`config.mk`:
```
export PLATFORM = sky130hd
export DESIGN_NAME = maple_frame_tx_rx_codec_flat
export DESIGN_NICKNAME = d
export VERILOG_FILES = /design/src/rtl/core/mfc_pkg.sv /design/src/rtl/core/mfc_ifs.sv /design/src/rtl/core/mfc_framer.sv /design/src/rtl/core/mfc_serializer.sv /design/src/rtl/core/maple_frame_tx_rx_codec.sv /design/src/flat_wrapper.sv
export SDC_FILE = /design/constraint.sdc
export NUM_CORES = 1
export LEC_CHECK = 0
export BUFFER_PORTS_ARGS = -buffer_cell sky130_fd_sc_hd__buf_2
export CAP_MARGIN = 20
export CORE_MARGIN = 2
export CORE_UTILIZATION = 60
export DETAILED_ROUTE_END_ITERATION = 16
export PLACE_DENSITY = 0.88
export RECOVER_POWER = 50
export SLEW_MARGIN = 20
export SYNTH_ARGS = -nofsm -noshare
export SYNTH_HDL_FRONTEND = slang
export SYNTH_SLANG_ARGS = --single-unit
```
`constraint.sdc`:
```
create_clock -name clk -period 8.1 [get_ports clk]
set_input_delay 1.62 -clock clk [delete_from_list [all_inputs] [get_ports clk]]
set_output_delay 1.62 -clock clk [all_outputs]
set_load 0.03 [all_outputs]
```
`src/rtl/core/mfc_pkg.sv`:
```
package mfc_pkg;

	localparam logic [7:0] MaxPayloadWords = 8'd255;
	localparam int unsigned MaxResults = 3;

	localparam logic [2:0] KIND_HEADER   = 3'd0;
	localparam logic [2:0] KIND_TX_DATA  = 3'd1;
	localparam logic [2:0] KIND_TX_CRC   = 3'd2;
	localparam logic [2:0] KIND_RX_DATA  = 3'd3;
	localparam logic [2:0] KIND_RX_CHECK = 3'd4;

	typedef struct packed {
		logic        func;
		logic [31:0] data_word;
		logic [7:0]  payload_len;
	} item_t;

	typedef struct packed {
		logic [31:0] out_word;
		logic [2:0]  out_kind;
		logic        frame_ok;
		logic [8:0]  word_index;
		logic        last;
	} result_t;

	// up to three results caused by one input beat
	typedef struct packed {
		result_t [MaxResults-1:0] res;
		logic [1:0]               cnt;
	} bundle_t;

	function automatic logic [31:0] swap_bytes(input logic [31:0] w);
		return {w[7:0], w[15:8], w[23:16], w[31:24]};
	endfunction

	function automatic logic [7:0] byte_xor(input logic [31:0] w);
		return w[7:0] ^ w[15:8] ^ w[23:16] ^ w[31:24];
	endfunction

	function automatic logic [7:0] clamp_len(input logic [7:0] n);
		return (n > MaxPayloadWords) ? MaxPayloadWords : n;
	endfunction

	function automatic result_t make_result(input logic [31:0] word, input logic [2:0] kind,
			input logic ok, input logic [8:0] idx, input logic lst);
		result_t r;
		r.out_word   = word;
		r.out_kind   = kind;
		r.frame_ok   = ok;
		r.word_index = idx;
		r.last       = lst;
		return r;
	endfunction

endpackage

```
`src/rtl/core/mfc_ifs.sv`:
```
interface mfc_item_if;
	logic        valid;
	logic        ready;
	logic        func;
	logic [31:0] data_word;
	logic [7:0]  payload_len;

	modport source(output valid, func, data_word, payload_len, input ready);
	modport sink(input valid, func, data_word, payload_len, output ready);
endinterface

interface mfc_result_if;
	logic        valid;
	logic        ready;
	logic [31:0] out_word;
	logic [2:0]  out_kind;
	logic        frame_ok;
	logic [8:0]  word_index;
	logic        last;

	modport source(output valid, out_word, out_kind, frame_ok, word_index, last, input ready);
	modport sink(input valid, out_word, out_kind, frame_ok, word_index, last, output ready);
endinterface

```
`src/rtl/core/mfc_framer.sv`:
```
module mfc_framer (
	input  logic             clk,
	input  logic             arst_n,
	input  logic             accept,
	input  mfc_pkg::item_t   item,
	output mfc_pkg::bundle_t bundle
);

	logic [7:0] tx_crc_q, tx_len_q, rx_crc_q, rx_len_q;
	logic [8:0] tx_pos_q, rx_pos_q;
	logic       rx_nz_q;

	logic [7:0] tx_crc_d, tx_len_d, rx_crc_d, rx_len_d;
	logic [8:0] tx_pos_d, rx_pos_d;
	logic       rx_nz_d;

	logic [7:0]  bx;
	logic [31:0] sw;
	logic [7:0]  len_c;
	logic [8:0]  pos_nx;
	logic        ok;

	always_comb begin
		bx       = mfc_pkg::byte_xor(item.data_word);
		sw       = mfc_pkg::swap_bytes(item.data_word);
		tx_crc_d = tx_crc_q;
		tx_len_d = tx_len_q;
		tx_pos_d = tx_pos_q;
		rx_crc_d = rx_crc_q;
		rx_len_d = rx_len_q;
		rx_pos_d = rx_pos_q;
		rx_nz_d  = rx_nz_q;
		len_c    = '0;
		pos_nx   = '0;
		ok       = 1'b0;
		bundle   = '0;
		if (!item.func) begin
			if (tx_pos_q == 9'd0) begin
				len_c         = mfc_pkg::clamp_len(item.payload_len);
				tx_len_d      = len_c;
				tx_crc_d      = bx;
				// header is (len*4+5)*8 bits
				bundle.res[0] = mfc_pkg::make_result({19'd0, len_c, 5'd0} + 32'd40,
						mfc_pkg::KIND_HEADER, 1'b0, 9'd0, 1'b0);
				bundle.res[1] = mfc_pkg::make_result(sw, mfc_pkg::KIND_TX_DATA, 1'b0,
						9'd0, 1'b0);
				bundle.cnt    = 2'd2;
				tx_pos_d      = 9'd1;
				if (len_c == 8'd0) begin
					bundle.res[2] = mfc_pkg::make_result({bx, 24'd0}, mfc_pkg::KIND_TX_CRC,
							1'b0, 9'd1, 1'b1);
					bundle.cnt    = 2'd3;
					tx_pos_d      = 9'd0;
					tx_crc_d      = 8'd0;
				end
			end else begin
				tx_crc_d      = tx_crc_q ^ bx;
				bundle.res[0] = mfc_pkg::make_result(sw, mfc_pkg::KIND_TX_DATA, 1'b0,
						tx_pos_q, 1'b0);
				bundle.cnt    = 2'd1;
				pos_nx        = tx_pos_q + 9'd1;
				tx_pos_d      = pos_nx;
				if (pos_nx > {1'b0, tx_len_q}) begin
					bundle.res[1] = mfc_pkg::make_result({tx_crc_q ^ bx, 24'd0},
							mfc_pkg::KIND_TX_CRC, 1'b0, {1'b0, tx_len_q} + 9'd1, 1'b1);
					bundle.cnt    = 2'd2;
					tx_pos_d      = 9'd0;
					tx_crc_d      = 8'd0;
				end
			end
		end else begin
			if (rx_pos_q == 9'd0) begin
				rx_len_d      = mfc_pkg::clamp_len(item.data_word[31:24]);
				rx_nz_d       = (item.data_word != 32'd0);
				rx_crc_d      = bx;
				bundle.res[0] = mfc_pkg::make_result(sw, mfc_pkg::KIND_RX_DATA, 1'b0,
						9'd0, 1'b0);
				bundle.cnt    = 2'd1;
				rx_pos_d      = 9'd1;
			end else if (rx_pos_q <= {1'b0, rx_len_q}) begin
				rx_crc_d      = rx_crc_q ^ bx;
				bundle.res[0] = mfc_pkg::make_result(sw, mfc_pkg::KIND_RX_DATA, 1'b0,
						rx_pos_q, 1'b0);
				bundle.cnt    = 2'd1;
				rx_pos_d      = rx_pos_q + 9'd1;
			end else begin
				// check word is compared whole against the zero-extended crc
				ok            = (item.data_word == {24'd0, rx_crc_q}) && rx_nz_q;
				bundle.res[0] = mfc_pkg::make_result(item.data_word, mfc_pkg::KIND_RX_CHECK,
						ok, {1'b0, rx_len_q} + 9'd1, 1'b1);
				bundle.cnt    = 2'd1;
				rx_pos_d      = 9'd0;
				rx_crc_d      = 8'd0;
				rx_nz_d       = 1'b0;
			end
		end
	end

	always_ff @(posedge clk or negedge arst_n) begin
		if (!arst_n) begin
			tx_crc_q <= '0;
			tx_len_q <= '0;
			tx_pos_q <= '0;
			rx_crc_q <= '0;
			rx_len_q <= '0;
			rx_pos_q <= '0;
			rx_nz_q  <= 1'b0;
		end else if (accept) begin
			tx_crc_q <= tx_crc_d;
			tx_len_q <= tx_len_d;
			tx_pos_q <= tx_pos_d;
			rx_crc_q <= rx_crc_d;
			rx_len_q <= rx_len_d;
			rx_pos_q <= rx_pos_d;
			rx_nz_q  <= rx_nz_d;
		end
	end

endmodule

```
`src/rtl/core/mfc_serializer.sv`:
```
module mfc_serializer (
	input  logic             clk,
	input  logic             arst_n,
	input  logic             accept,
	input  mfc_pkg::bundle_t bundle,
	output logic             in_ready,
	output logic             out_valid,
	input  logic             out_ready,
	output mfc_pkg::result_t out_res
);

	mfc_pkg::result_t [mfc_pkg::MaxResults-1:0] res_s1;
	logic [1:0] cnt_s1;
	logic [1:0] ptr_q;
	logic       bvalid_q;
	logic       ovalid_q;
	mfc_pkg::result_t out_q;

	logic load_out, take, last_take;

	assign load_out  = !ovalid_q || out_ready;
	assign take      = bvalid_q && load_out;
	assign last_take = take && (ptr_q == cnt_s1 - 2'd1);
	// a new beat may enter as the held bundle hands over its final result
	assign in_ready  = !bvalid_q || last_take;

	always_ff @(posedge clk or negedge arst_n) begin
		if (!arst_n) begin
			bvalid_q <= 1'b0;
			ptr_q    <= '0;
			ovalid_q <= 1'b0;
		end else begin
			if (accept) begin
				bvalid_q <= 1'b1;
				ptr_q    <= '0;
			end else if (last_take) begin
				bvalid_q <= 1'b0;
			end else if (take) begin
				ptr_q <= ptr_q + 2'd1;
			end
			if (load_out) begin
				ovalid_q <= bvalid_q;
			end
		end
	end

	always_ff @(posedge clk) begin
		if (accept) begin
			res_s1 <= bundle.res;
			cnt_s1 <= bundle.cnt;
		end
		if (take) begin
			out_q <= res_s1[ptr_q];
		end
	end

	assign out_valid = ovalid_q;
	assign out_res   = out_q;

endmodule

```
`src/rtl/core/maple_frame_tx_rx_codec.sv`:
```
// pipeline: an accepted beat's results pass through the bundle register, then the output register
// throughput: one beat per cycle while the output is ready; results leave one per
//   cycle, so a first transmit word (2 or 3 results) or a transmit last word (2)
//   holds the input until its final result is taken into the single output register
// reset: arst_n clears transmit and receive frame state and empties the output
module maple_frame_tx_rx_codec (
	input logic         clk,
	input logic         arst_n,
	mfc_item_if.sink    item,
	mfc_result_if.source result
);

	mfc_pkg::item_t   item_s;
	mfc_pkg::bundle_t bundle;
	mfc_pkg::result_t res;
	logic             accept;
	logic             in_ready;

	assign item_s.func        = item.func;
	assign item_s.data_word   = item.data_word;
	assign item_s.payload_len = item.payload_len;
	assign item.ready         = in_ready;
	assign accept             = item.valid && in_ready;

	mfc_framer u_framer (
		.clk    (clk),
		.arst_n (arst_n),
		.accept (accept),
		.item   (item_s),
		.bundle (bundle)
	);

	mfc_serializer u_serializer (
		.clk       (clk),
		.arst_n    (arst_n),
		.accept    (accept),
		.bundle    (bundle),
		.in_ready  (in_ready),
		.out_valid (result.valid),
		.out_ready (result.ready),
		.out_res   (res)
	);

	assign result.out_word   = res.out_word;
	assign result.out_kind   = res.out_kind;
	assign result.frame_ok   = res.frame_ok;
	assign result.word_index = res.word_index;
	assign result.last       = res.last;

endmodule

```
`src/flat_wrapper.sv`:
```
// flat-port wrapper written by rule: the top's interface ports become plain ports
module maple_frame_tx_rx_codec_flat 
  (clk, arst_n, item_valid, item_func, item_data_word, item_payload_len, item_ready, result_valid, result_out_word, result_out_kind, result_frame_ok, result_word_index, result_last, result_ready);
  mfc_item_if item_i ();
  mfc_result_if result_i ();
  input logic clk;
  input logic arst_n;
  input wire logic [$bits(item_i.valid)-1:0] item_valid;
  input wire logic [$bits(item_i.func)-1:0] item_func;
  input wire logic [$bits(item_i.data_word)-1:0] item_data_word;
  input wire logic [$bits(item_i.payload_len)-1:0] item_payload_len;
  output wire logic [$bits(item_i.ready)-1:0] item_ready;
  output wire logic [$bits(result_i.valid)-1:0] result_valid;
  output wire logic [$bits(result_i.out_word)-1:0] result_out_word;
  output wire logic [$bits(result_i.out_kind)-1:0] result_out_kind;
  output wire logic [$bits(result_i.frame_ok)-1:0] result_frame_ok;
  output wire logic [$bits(result_i.word_index)-1:0] result_word_index;
  output wire logic [$bits(result_i.last)-1:0] result_last;
  input wire logic [$bits(result_i.ready)-1:0] result_ready;
  assign item_i.valid = item_valid;
  assign item_i.func = item_func;
  assign item_i.data_word = item_data_word;
  assign item_i.payload_len = item_payload_len;
  assign item_ready = item_i.ready;
  assign result_valid = result_i.valid;
  assign result_out_word = result_i.out_word;
  assign result_out_kind = result_i.out_kind;
  assign result_frame_ok = result_i.frame_ok;
  assign result_word_index = result_i.word_index;
  assign result_last = result_i.last;
  assign result_i.ready = result_ready;
  maple_frame_tx_rx_codec u_core (.clk(clk), .arst_n(arst_n), .item(item_i), .result(result_i));
endmodule
```
* After elaboration in Yosys (flattened, before gate mapping)
Index checks and enable logic that the tools add are counted.
** Storage, ports and cells
- Bits in registers :: 241
- Bits of input ports :: 45
- Logic and storage cells :: 111
- Output and inout port bits :: 48
** Cells by class
- Order comparisons :: 5
- Bitwise logic cells :: 9
- Eq/ne operators :: 4
- Muxes and demuxes :: 29
- Reduce and logical (&&, ||, !) cells :: 24
- Add/sub/neg operators :: 7
** Operators with widths (number)
- 2-to-1 mux 48 bit :: 3
- 2-to-1 mux 94 bit :: 1
- binary-select mux 46 bit (select 2 bit) :: 1
- 2-to-1 mux 46 bit :: 2
- 2-to-1 mux 8 bit :: 7
- bitwise XOR 8 bit :: 5
- 2-to-1 mux 9 bit :: 4
- == test 32 x 8 -> 1 bit :: 1
- nonzero test 32 bit :: 1
- adder 8 x 1 -> 9 bit (second input constant) :: 2
- adder 9 x 1 -> 9 bit (second input constant) :: 2
- logical NOT 9 bit :: 2
- greater-than comparator 8 bit (second input constant) :: 2
- adder 13 x 6 -> 14 bit (second input constant) :: 1
- 2-to-1 mux 13 bit :: 1
- greater-than comparator 9 x 8 -> 1 bit :: 1
- less-or-equal comparator 9 x 8 -> 1 bit :: 1
- AND reduction 3 bit :: 3
- logical NOT 8 bit :: 1
- 2-to-1 mux 2 bit :: 4
- 2-to-1 mux 1 bit :: 6
- AND reduction 2 bit :: 3
- OR reduction 3 bit :: 2
- logical AND 1 bit :: 4
- 11 further kinds :: 18

* Logic depth before layout (Yosys ltp)
Gate-level depths: netlist (run 1).
- Depth after elaboration :: 8
- Depth in mapped cells :: 14
- Mapped depth without buffers :: 12

* Hierarchy
A second synthesis (run 1) with hierarchy kept.
** Second synthesis, totals
- Cells, all modules :: 1103
- Area total of the unflattened synthesis :: 12789.8 um^2
** Modules (own cells, without submodules)
- mfc_serializer :: area an instance 7120.6 um^2, sequential area each 5685.5 um^2, cells each 366, times used 1
- mfc_framer :: area an instance 5662.9 um^2, sequential area each 1276.2 um^2, cells each 736, times used 1
- maple_frame_tx_rx_codec :: area an instance 6.3 um^2, sequential area each 0.0 um^2, cells each 1, times used 1

* Worst setup path after synthesis (run 1)
No wires, ideal clock.
- Path kind :: input to register
- Start :: in result_ready
- End :: reg u_core.u_framer.tx_pos_q[2]
- Data arrival time :: 4270 ps
- Cell stages on the path :: 8
- Library setup time :: 121 ps
- Setup slack :: 3709 ps
- Required time :: 7979 ps
- Path buffers :: 2
- Cells stage by stage :: nand2b_1 > nor4b_4 > o31a_2 > and2_1 > buf_4 > buf_6 > o21ai_1 > a22o_1
** Between the ends
- Word-level cells in the longest chain between the ends :: 6
** Ends and longest elaborated chain
- start: declaration :: line flat_wrapper.sv:19 : input wire logic [$bits(result_i.ready)-1:0] result_ready;
- logical OR 1 bit :: line mfc_serializer.sv:21 : assign load_out = !ovalid_q || out_ready;
- logical AND 1 bit :: line mfc_serializer.sv:22 : assign take = bvalid_q && load_out;
- logical AND 1 bit :: line mfc_serializer.sv:23 : assign last_take = take && (ptr_q == cnt_s1 - 2'd1);
- logical OR 1 bit :: line mfc_serializer.sv:25 : assign in_ready = !bvalid_q || last_take;
- logical AND 1 bit :: line maple_frame_tx_rx_codec.sv:23 : assign accept = item.valid && in_ready;
- named net u_core.accept :: line maple_frame_tx_rx_codec.sv:16 : logic accept;
- AND reduction 2 bit (no line)
- end signal: assignment :: line mfc_framer.sv:111 : tx_pos_q <= tx_pos_d;
- end: declaration :: line mfc_framer.sv:10 : logic [8:0] tx_pos_q, rx_pos_q;
The timed path passes the listed nets, and every way through them passes these cells.
A chain may end at the register's enable or synchronous reset.

* Worst setup path after layout (run 1)
- Start :: in result_ready
- End :: out item_ready
** Between the ends
- Word-level cells in the longest chain between the ends :: 4
** Ends and longest elaborated chain
- logical OR 1 bit :: line mfc_serializer.sv:21
- logical AND 1 bit :: line mfc_serializer.sv:22
- logical AND 1 bit :: line mfc_serializer.sv:23
- logical OR 1 bit :: line mfc_serializer.sv:25
- end: declaration :: line flat_wrapper.sv:12 : output wire logic [$bits(item_i.ready)-1:0] item_ready;
No other way between the ends.

==> results of run 1 <==
power breakdown:
part | internal (W) | total, W | switching [W]
clock network | 0.000402 | 0.000772 | 0.000371
registers | 0.00152 | 0.00168 | 0.000162
logic | 0.000496 | 0.00155 | 0.00105
total | 0.00242 | 0.00400 | 0.00158
path summary, 6_finish.rpt:
path,startpoint,to,slack [ns],cells after the start
min in group asynchronous,arst_n,u_core.u_framer.rx_pos_q[3],2.33,2
hold reg to reg,u_core.u_serializer.res_s1[133],u_core.u_serializer.out_res[41],0.53,2
hold / removal,u_core.u_serializer.res_s1[133],u_core.u_serializer.out_res[41],0.53,2
max in group asynchronous,arst_n,u_core.u_serializer.ptr_q[0],3.75,2
setup / recovery,result_ready,item_ready,3.33,5
setup reg to reg,u_core.u_framer.tx_pos_q[0],u_core.u_framer.tx_crc_q[3],4.53,12
routing by layer:
| metal | vias up | global-route usage (%) | wire length [µm] |
|---|---|---|---|
| met1 | 3686 | 38.7 | 9430 |
| met2 | 479 | 41.0 | 11100 |
| met5 | - | 0 | 0 |
| li1 | 3507 | - | - |
| met3 | 85 | 4.95 | 2620 |
| met4 | 0 | 12.9 | 972 |
placed cells by master (no fill, tap or decap), drive strengths merged, types with 15 or more instances in the layout:
master    n
dfrtp    55
clkbuf   60
mux2i    47
nand2   125
o21ai    76
nand3    33
and3     37
inv      42
a31oi    15
edfxtp  145
xnor2    54
nor2     89
buf      65
ha       24
cell usage after synthesis (3+ instances only):
library cell  count
edfxtp_1        145
nand2_1         125
nor2_1           86
o21ai_0          71
dfrtp_1          55
xnor2_1          54
mux2i_1          47
inv_1            41
clkbuf_1         40
and3_1           37
nand3_1          33
ha_1             24
buf_2            19
a31oi_1          15
nor3_1           13
nor4_1           12
xor2_1           10
o211ai_1          9
a221o_1           8
a32o_1            8
nand4_1           8
a21oi_1           7
and2_1            7
a31o_1            5
o21ai_1           5
a22o_1            4
a31o_2            4
nand3b_1          4
or3_1             4
a211o_1           3
a22oi_1           3
nand2b_1          3
nor2_2            3
nor2b_1           3
o22ai_1           3
o31ai_1           3
registers in the layout, summed over array words and instances (netlist names), 8 cells and up:
name,flops
u_core.u_framer.tx_pos_q,9
u_core.u_framer.rx_len_q,8
u_core.u_framer.rx_crc_q,8
u_core.u_framer.rx_pos_q,9
u_core.u_serializer.res_s1,97
u_core.u_serializer.out_res,46
u_core.u_framer.tx_crc_q,8
u_core.u_framer.tx_len_q,8
cell families after synthesis:
| kind of cell | synth area share, % |
|---|---|
| mux | 4.71 |
| buf+inv | 4.09 |
| xor+xnor | 5.64 |
| simple gates | 16.1 |
| flops | 56.1 |
| fa+ha+maj | 2.94 |
| compound gates | 10.4 |
area by class of cell:
type                            instances  area (µm²)
Multi-Input combinational cell        645        4060
Tap cell                              220         275
Clock buffer                           22         454
Sequential cell                       200        5730
Timing Repair Buffer                  103         493
Inverter                               41         154
Fill cell                            1183        5400
Clock inverter                         10        72.6
tightest hold or removal path, cell delays in order (launching register included):
cell	delay, ns
edfxtp_1	0.32
nand2_1	0.04
o21ai_0	0.05
per-stage QoR:
stage	utilization, %	power (W)	area, µm²
final	67.6	0.00400	11200
after global routing	67.6	0.00421	11200
after CTS	68.0	0.00400	11300
after detailed placement	64.8	0.00323	10800
after global placement	64.8	0.00317	10800
after floorplan	-	0.00284	10200
==> results.py, run 1 <==
metrics = {
    "status": {
        "status": "complete, but fails checks",
        "violations": "capacitance limit, slew limit",
    },
    "setup_path": {
        "critPathKind": "input pin to primary output",
        "cp_slowest_cell": "nor4b_1",
        "required_ns": 6.48,
        "path_delay_family": "simple AND/OR/NAND/NOR gates",
        "path_cells": "buf_2 -> nand2b_1 -> nor4b_1 -> or3_1 -> buf_2",
        "max_stage_delay_ns": 0.80,
        "cpMostUsedCell": "buf_2",
        "cp.arrival_ns": 3.15,
        "cp-end-kind": "primary output",
        "cp_max_fo": 5,
        "path_buf_inv": 2,
        "start_kind": "input pin",
    },
    "floorplanning": {
        "die_x_um": 135,
        "die_area_mm2": 0.0181,
        "die_h_um": 135,
        "initial_core_util_pct": 61.4,
        "num_io_pins": 93,
        "core_region_area_mm2": 0.0166,
        "rows": 47,
    },
    "synthesis": {
        "synth_edf_count": 145,
        "ys_ff_latch": 200,
        "ys_types": 57,
        "ys_seq_area_share_pct": 56.1,
        "syn_inst": 947,
        "syn_nets": 1016,
        "syn_area_mm2": 0.0102,
        "syn_avg_cell_area_um2": 10.8,
        "synth_top_area_share_pct": 42.6,
        "yosys_warnings": 0,
        "ys_dominant_reg_cell": "edfxtp_1",
        "synthTopCellsByArea": "edfxtp_1, dfrtp_1, xnor2_1, mux2i_1, nand2_1",
        "yosysTopAreaCell": "edfxtp_1",
        "async_flop_share_pct": 27.5,
    },
    "grt": {
        "grt_usage_pct": 27.2,
        "antenna_found_initial": 0,
        "grt_max_degree": 87,
        "overflow": 0,
        "grt_pass1_vias": 7114,
        "grt_pass1_wl_um": 37700,
    },
    "routing": {
        "ant_nets": 0,
        "drc": 0,
        "vias": 7757,
        "firstDrtPassIters": 6,
        "post_drt_wl_per_cell_um": 19.4,
        "via_per_inst": 6.25,
        "wl_um": 24100,
        "drt_iter0_drc": 1116,
    },
    "layout": {
        "fin_cells": 1241,
        "area_growth_pct": 10.0,
        "drive_gt1_share_pct": 10.8,
        "antennaDiodeCount": 0,
        "final_net_count": 1077,
    },
    "sta": {
        "slew_headroom_pct": -112,
        "hold_violations": 0,
        "tightest_slew_ns": 3.18,
        "rsz0062_at_grt": "no",
        "whs_ns": 0.526,
        "fmax_mhz": 210,
        "fin_setup_tns_ns": 0,
        "maxSlewViolCount": 153,
        "finalSetupViolations": 0,
        "setup_ws_ns": 3.33,
        "min_period_ns": 4.77,
        "min_period_over_period_pct": 58.9,
        "fin_worst_skew_ns": 0.0126,
    },
    "clock_tree": {
        "insertion_delay_ns": 0.45,
        "postCtsSetupBuffers": 0,
        "cts_hold_buf": 0,
        "ctsResizeCount": 0,
        "cts_sinks": 200,
        "cts-buffers-inserted": 17,
        "cts_root_buffer": "clkbuf_16",
        "clockBufferDepth": 2,
        "clk_pin_slew_ns": 0.06,
        "tritoncts": "built",
        "htree_levels": 4,
    },
    "placement": {
        "post-place-ws_ns": 3.73,
        "dp_hpwl_um": 16300,
        "io_buffers": 92,
        "dp_cells": 1208,
        "routabilityCongestion": 0.899,
    },
    "power": {
        "ir_drop_v": 0.000190,
        "power_density_mw_per_mm2": 356,
        "p_leak_nw": 4.54,
    },
    "min_path": {
        "hold_path.class": "flop to flop",
    },
    "job": {
        "max_cap_viol_count": 3,
    },
}
Power figures use the tool's default switching activity.
==> run 2, diff against run 1 <==
- clock period: 8.1 -> 4.8 ns (I/O delays scaled with it)
==> results.py, run 2 (same netlist as run 1, synthesis figures left out) <==
metrics = {
    "status": {
        "status": "complete, but fails checks",
        "violations": "capacitance limit, slew limit",
    },
    "setup_path": {
        "rr_startpoint": "u_core.u_serializer.cnt_s1[1]",
        "required_ns": 4.87,
        "cp.arrival_ns": 3.91,
        "crit_path_start": "result_ready",
        "max_stage_delay_ns": 1.39,
        "path_cells": "buf_2 -> nand2b_1 -> nor4b_4 -> o31a_1 -> buf_4",
        "critPathKind": "input pin to flop",
        "cp_max_fo": 63,
        "start_kind": "input pin",
        "cp-end-kind": "flop",
        "cp_slowest_cell": "o31a_1",
    },
    "sta": {
        "fin_worst_skew_ns": 0.0122,
        "min_period_ns": 3.84,
        "finalSetupViolations": 0,
        "hold_violations": 0,
        "rsz0062_at_grt": "no",
        "fin_setup_tns_ns": 0,
        "slew_headroom_pct": -55.3,
        "setup_ws_ns": 0.963,
        "tightest_slew_ns": 2.33,
        "min_period_over_period_pct": 79.9,
        "maxSlewViolCount": 87,
        "fmax_mhz": 261,
    },
    "floorplanning": {
        "num_io_pins": 93,
        "core_region_area_mm2": 0.0166,
        "die_area_mm2": 0.0181,
        "die_x_um": 135,
        "initial_core_util_pct": 61.4,
        "rows": 47,
        "die_h_um": 135,
    },
    "grt": {
        "met1_usage_pct": 38.2,
        "grt_max_degree": 64,
        "grt_pass1_vias": 7402,
        "overflow": 0,
        "grt_pass1_wl_um": 39500,
        "grt_use_met3_pct": 6.64,
        "busiest_layer": "met2",
        "antenna_found_initial": 0,
        "use_met2_pct": 46.1,
        "grt_usage_pct": 28.8,
    },
    "clock_tree": {
        "ctsResizeCount": 0,
        "tritoncts": "built",
        "cts_root_buffer": "clkbuf_16",
        "htree_levels": 4,
        "cts_sinks": 200,
        "insertion_delay_ns": 0.44,
        "postCtsSetupBuffers": 0,
        "cts_hold_buf": 0,
        "clockBufferDepth": 2,
        "clk_pin_slew_ns": 0.07,
        "cts-buffers-inserted": 17,
    },
    "power": {
        "p_leak_nw": 4.56,
        "p_total_w": 0.00701,
        "power.share.switching_pct": 39.1,
        "power_frac_comb_pct": 38.2,
        "p_switching_w": 0.00274,
        "p_int_w": 0.00427,
        "ir_drop_v": 0.000331,
        "power_density_mw_per_mm2": 619,
        "clkPwrFrac_pct": 21.3,
        "power_frac_seq_pct": 40.5,
    },
    "job": {
        "max_cap_viol_count": 2,
    },
    "layout": {
        "antennaDiodeCount": 0,
        "area_growth_pct": 10.8,
        "final_common_cell": "edfxtp_1",
        "largest_reg_flops": 97,
        "mostFrequentLayoutCells": "edfxtp_1, nand2_1, nor2_1",
        "final_net_count": 1077,
        "top_register": "u_core.u_serializer.res_s1",
        "n_fill_cell": 1200,
        "drive_gt1_share_pct": 9.71,
    },
    "placement": {
        "post-place-ws_ns": 1.40,
        "routabilityCongestion": 0.950,
        "io_buffers": 92,
        "dp_hpwl_um": 17300,
    },
    "routing": {
        "wl_um": 25300,
        "drt_iter0_drc": 1096,
        "via_per_inst": 6.26,
        "vias": 7760,
        "ant_nets": 0,
        "firstDrtPassIters": 6,
        "post_drt_wl_per_cell_um": 20.4,
        "drc": 0,
    },
    "min_path": {
        "hold_path.class": "flop to flop",
        "min-delay-start": "u_core.u_framer.tx_crc_q[5]",
    },
}
run 2: cell count changes in the layout (fill, tap and decap cells not counted), sizes merged:
cell,delta
buf,-10
bufinv,+4
clkbuf,+8
clkinvlp,-3
run 2: power groups by stage:
stage               logic [W]  clock network [W]  registers (W)
finish                0.00267            0.00149        0.00284
global route          0.00290            0.00156        0.00288
CTS                   0.00269            0.00149        0.00282
detailed placement    0.00266                  0        0.00285
global placement      0.00256                  0        0.00282
floorplan             0.00165                  0        0.00313
run 2: per-stage QoR:
step | hold slack, ns | cells | util (%) | instance area (µm²)
3_3_place_gp | 0.496 | 1209 | 64.8 | 10800
6_report | 0.531 | 1240 | 68.1 | 11300
5_1_grt | 0.565 | 1240 | 68.1 | 11300
4_1_cts | 0.518 | 1240 | 68.5 | 11400
2_1_floorplan | 0.477 | 947 | - | 10200
3_5_place_dp | 0.501 | 1209 | 64.8 | 10800
run 2: worst max-delay path: cells and delay by family:
kind / cells / cell delay, ns
AOI/OAI and AO/OA: 1 / 1.39
buffers and inverters: 2 / 0.90
and+or+nand+nor: 2 / 0.59
run 2: path summary, 6_finish.rpt:
| kind | to | slack (ns) | cells after the start |
|---|---|---|---|
| worst min register to register | u_core.u_framer.tx_crc_q[5] | 0.53 | 2 |
| max in group asynchronous | u_core.u_serializer.ptr_q[0] | 3.58 | 2 |
| min in group asynchronous | u_core.u_framer.rx_pos_q[5] | 0.66 | 2 |
| worst min-delay path | u_core.u_framer.tx_crc_q[5] | 0.53 | 2 |
| worst max register to register | u_core.u_serializer.res_s1[29] | 1.06 | 4 |
| worst max-delay path | u_core.u_serializer.res_s1[29] | 0.96 | 5 |
run 2: area by class of cell:
type,count,area (µm²),share of cell area (%)
Inverter,41,154,1.36
Clock buffer,20,437,3.86
Tap cell,220,275,2.43
Sequential cell,200,5730,50.6
Timing Repair Buffer,103,480,4.24
Clock inverter,11,171,1.51
Multi-Input combinational cell,645,4080,36.0
run 2: metal layers:
metal / share of wire (%) / wire [µm]
met2: 48 / 12100
met1: 39 / 9760
met3: 10 / 2600
met4: 3.5 / 898
met5: 0 / 0
==> run 3, diff against run 2 <==
- clock period: 4.8 -> 3.65 ns (I/O delays scaled with it)
==> results.py, run 3 (same netlist as run 1, synthesis figures left out) <==
metrics = {
    "layout": {
        "seq_area_mm2": 0.00573,
        "antennaDiodeCount": 0,
        "utilization_pct": 68.3,
        "multiInputGateArea_mm2": 0.00407,
        "mostFrequentLayoutCells": "edfxtp_1, nand2_1, nor2_1",
        "final_common_cell": "edfxtp_1",
        "final_area_mm2": 0.0114,
        "n_fill_cell": 1191,
        "drive_gt1_share_pct": 10.4,
        "top_register": "u_core.u_serializer.res_s1",
        "final_net_count": 1084,
        "area_growth_pct": 11.2,
        "largest_reg_flops": 97,
    },
    "setup_path": {
        "critPathKind": "flop to flop",
        "max_stage_delay_ns": 0.42,
        "cp.arrival_ns": 3.67,
        "cp_max_fo": 15,
        "required_ns": 4.01,
        "r2r_slack_ns": 0.34,
        "start_kind": "flop",
        "path_cells": "ha_1 -> nand3_1 -> inv_1 -> nand3_1 -> xnor2_1 -> ha_1 -> a22oi_1 -> o211ai_1 -> o221ai_1 -> and2_1 -> buf_4 -> a31oi_1 -> o211ai_1",
        "cp_slowest_cell": "dfrtp_1",
        "cp-end-kind": "flop",
    },
    "routing": {
        "vias": 7922,
        "wl_um": 25500,
        "via_per_inst": 6.35,
        "post_drt_wl_per_cell_um": 20.4,
        "firstDrtPassIters": 5,
        "ant_nets": 0,
        "drt_iter0_drc": 1124,
        "drc": 0,
    },
    "placement": {
        "io_buffers": 92,
        "dpl_cell_area_mm2": 0.0109,
        "dp_hpwl_um": 17400,
        "routabilityCongestion": 0.944,
    },
    "clock_tree": {
        "cts_hold_buf": 0,
        "tritoncts": "built",
        "cts_root_buffer": "clkbuf_16",
        "cts_sinks": 200,
        "postCtsSetupBuffers": 0,
        "clk_pin_slew_ns": 0.07,
        "insertion_delay_ns": 0.45,
        "ctsResizeCount": 0,
        "htree_levels": 4,
        "clockBufferDepth": 2,
        "cts-buffers-inserted": 17,
    },
    "floorplanning": {
        "core_region_area_mm2": 0.0166,
        "die_h_um": 135,
        "initial_core_util_pct": 61.4,
        "die_area_mm2": 0.0181,
        "die_x_um": 135,
        "rows": 47,
        "num_io_pins": 93,
    },
    "power": {
        "p_leak_nw": 4.57,
        "p_total_w": 0.00918,
        "power_density_mw_per_mm2": 808,
        "ir_drop_v": 0.000441,
    },
    "grt": {
        "overflow": 0,
        "grt_max_degree": 103,
        "antenna_found_initial": 0,
        "grt_pass1_vias": 7569,
        "grt_pass1_wl_um": 39800,
        "grt_usage_pct": 28.8,
    },
    "sta": {
        "slew_headroom_pct": -49.1,
        "min_period_over_period_pct": 90.7,
        "rsz0062_at_grt": "no",
        "fmax_mhz": 302,
        "fin_setup_tns_ns": 0,
        "fin_worst_skew_ns": 0.00883,
        "tightest_slew_ns": 2.24,
        "finalSetupViolations": 0,
        "maxSlewViolCount": 121,
        "hold_violations": 0,
        "min_period_ns": 3.31,
    },
    "min_path": {
        "hold_path.class": "input pin to async pin",
    },
    "status": {
        "violations": "capacitance limit, slew limit",
        "status": "complete, but fails checks",
    },
    "job": {
        "max_cap_viol_count": 3,
    },
}
run 3: final cells by class:
type	count	share of cell area (%)
clock buffer	17	3.74
clock inverter	15	1.46
inverter	41	1.35
multi-input combinational	645	35.8
sequential	200	50.4
tap	220	2.42
timing repair buffer	110	4.77
run 3: per-layer routing:
layer	up-vias	share of wire (%)	GRT usage, %
met5	-	0.10	0
met4	2	3.6	12.3
met3	85	11	5.63
met2	544	48	46.2
met1	3764	38	38.9
li1	3527	-	-
run 3: final timing paths:
path,from,cells past startpoint,to
max,u_core.u_framer.tx_pos_q[0],13,u_core.u_framer.tx_crc_q[7]
min,arst_n,1,u_core.u_framer.rx_pos_q[2]
max reg2reg,u_core.u_framer.tx_pos_q[0],13,u_core.u_framer.tx_crc_q[7]
min reg2reg,u_core.u_serializer.res_s1[130],2,u_core.u_serializer.out_res[38]
max in group asynchronous,arst_n,2,u_core.u_serializer.ptr_q[0]
min in group clk,u_core.u_serializer.res_s1[130],2,u_core.u_serializer.out_res[38]
run 3: metrics by stage:
step | std cells | hold slack, ns | worst slack, ns
after floorplan | 947 | 0.434 | 0.149
after global placement | 1216 | 0.495 | 0.560
after detailed placement | 1216 | 0.515 | 0.352
after CTS | 1248 | 0.141 | 0.299
after global routing | 1248 | 0.320 | 0.0550
final | 1248 | 0.254 | 0.339
run 3: worst max-delay path, delay by kind of cell (launching register included):
family	cells	cell delay, ns
XOR/XNOR	1	0.17
AND/OR/NAND/NOR	3	0.65
AO/OA/AOI/OAI	5	1.04
buffers and inverters	2	0.37
flip-flops	1	0.42
adder cells (fa/ha/maj)	2	0.58
run 3: power breakdown:
group / internal (W) / leakage, nW / switching [W]
clock: 0.00102 / 0.285 / 0.000869
combinational: 0.00113 / 2.27 / 0.00242
sequential: 0.00337 / 2.01 / 0.000360
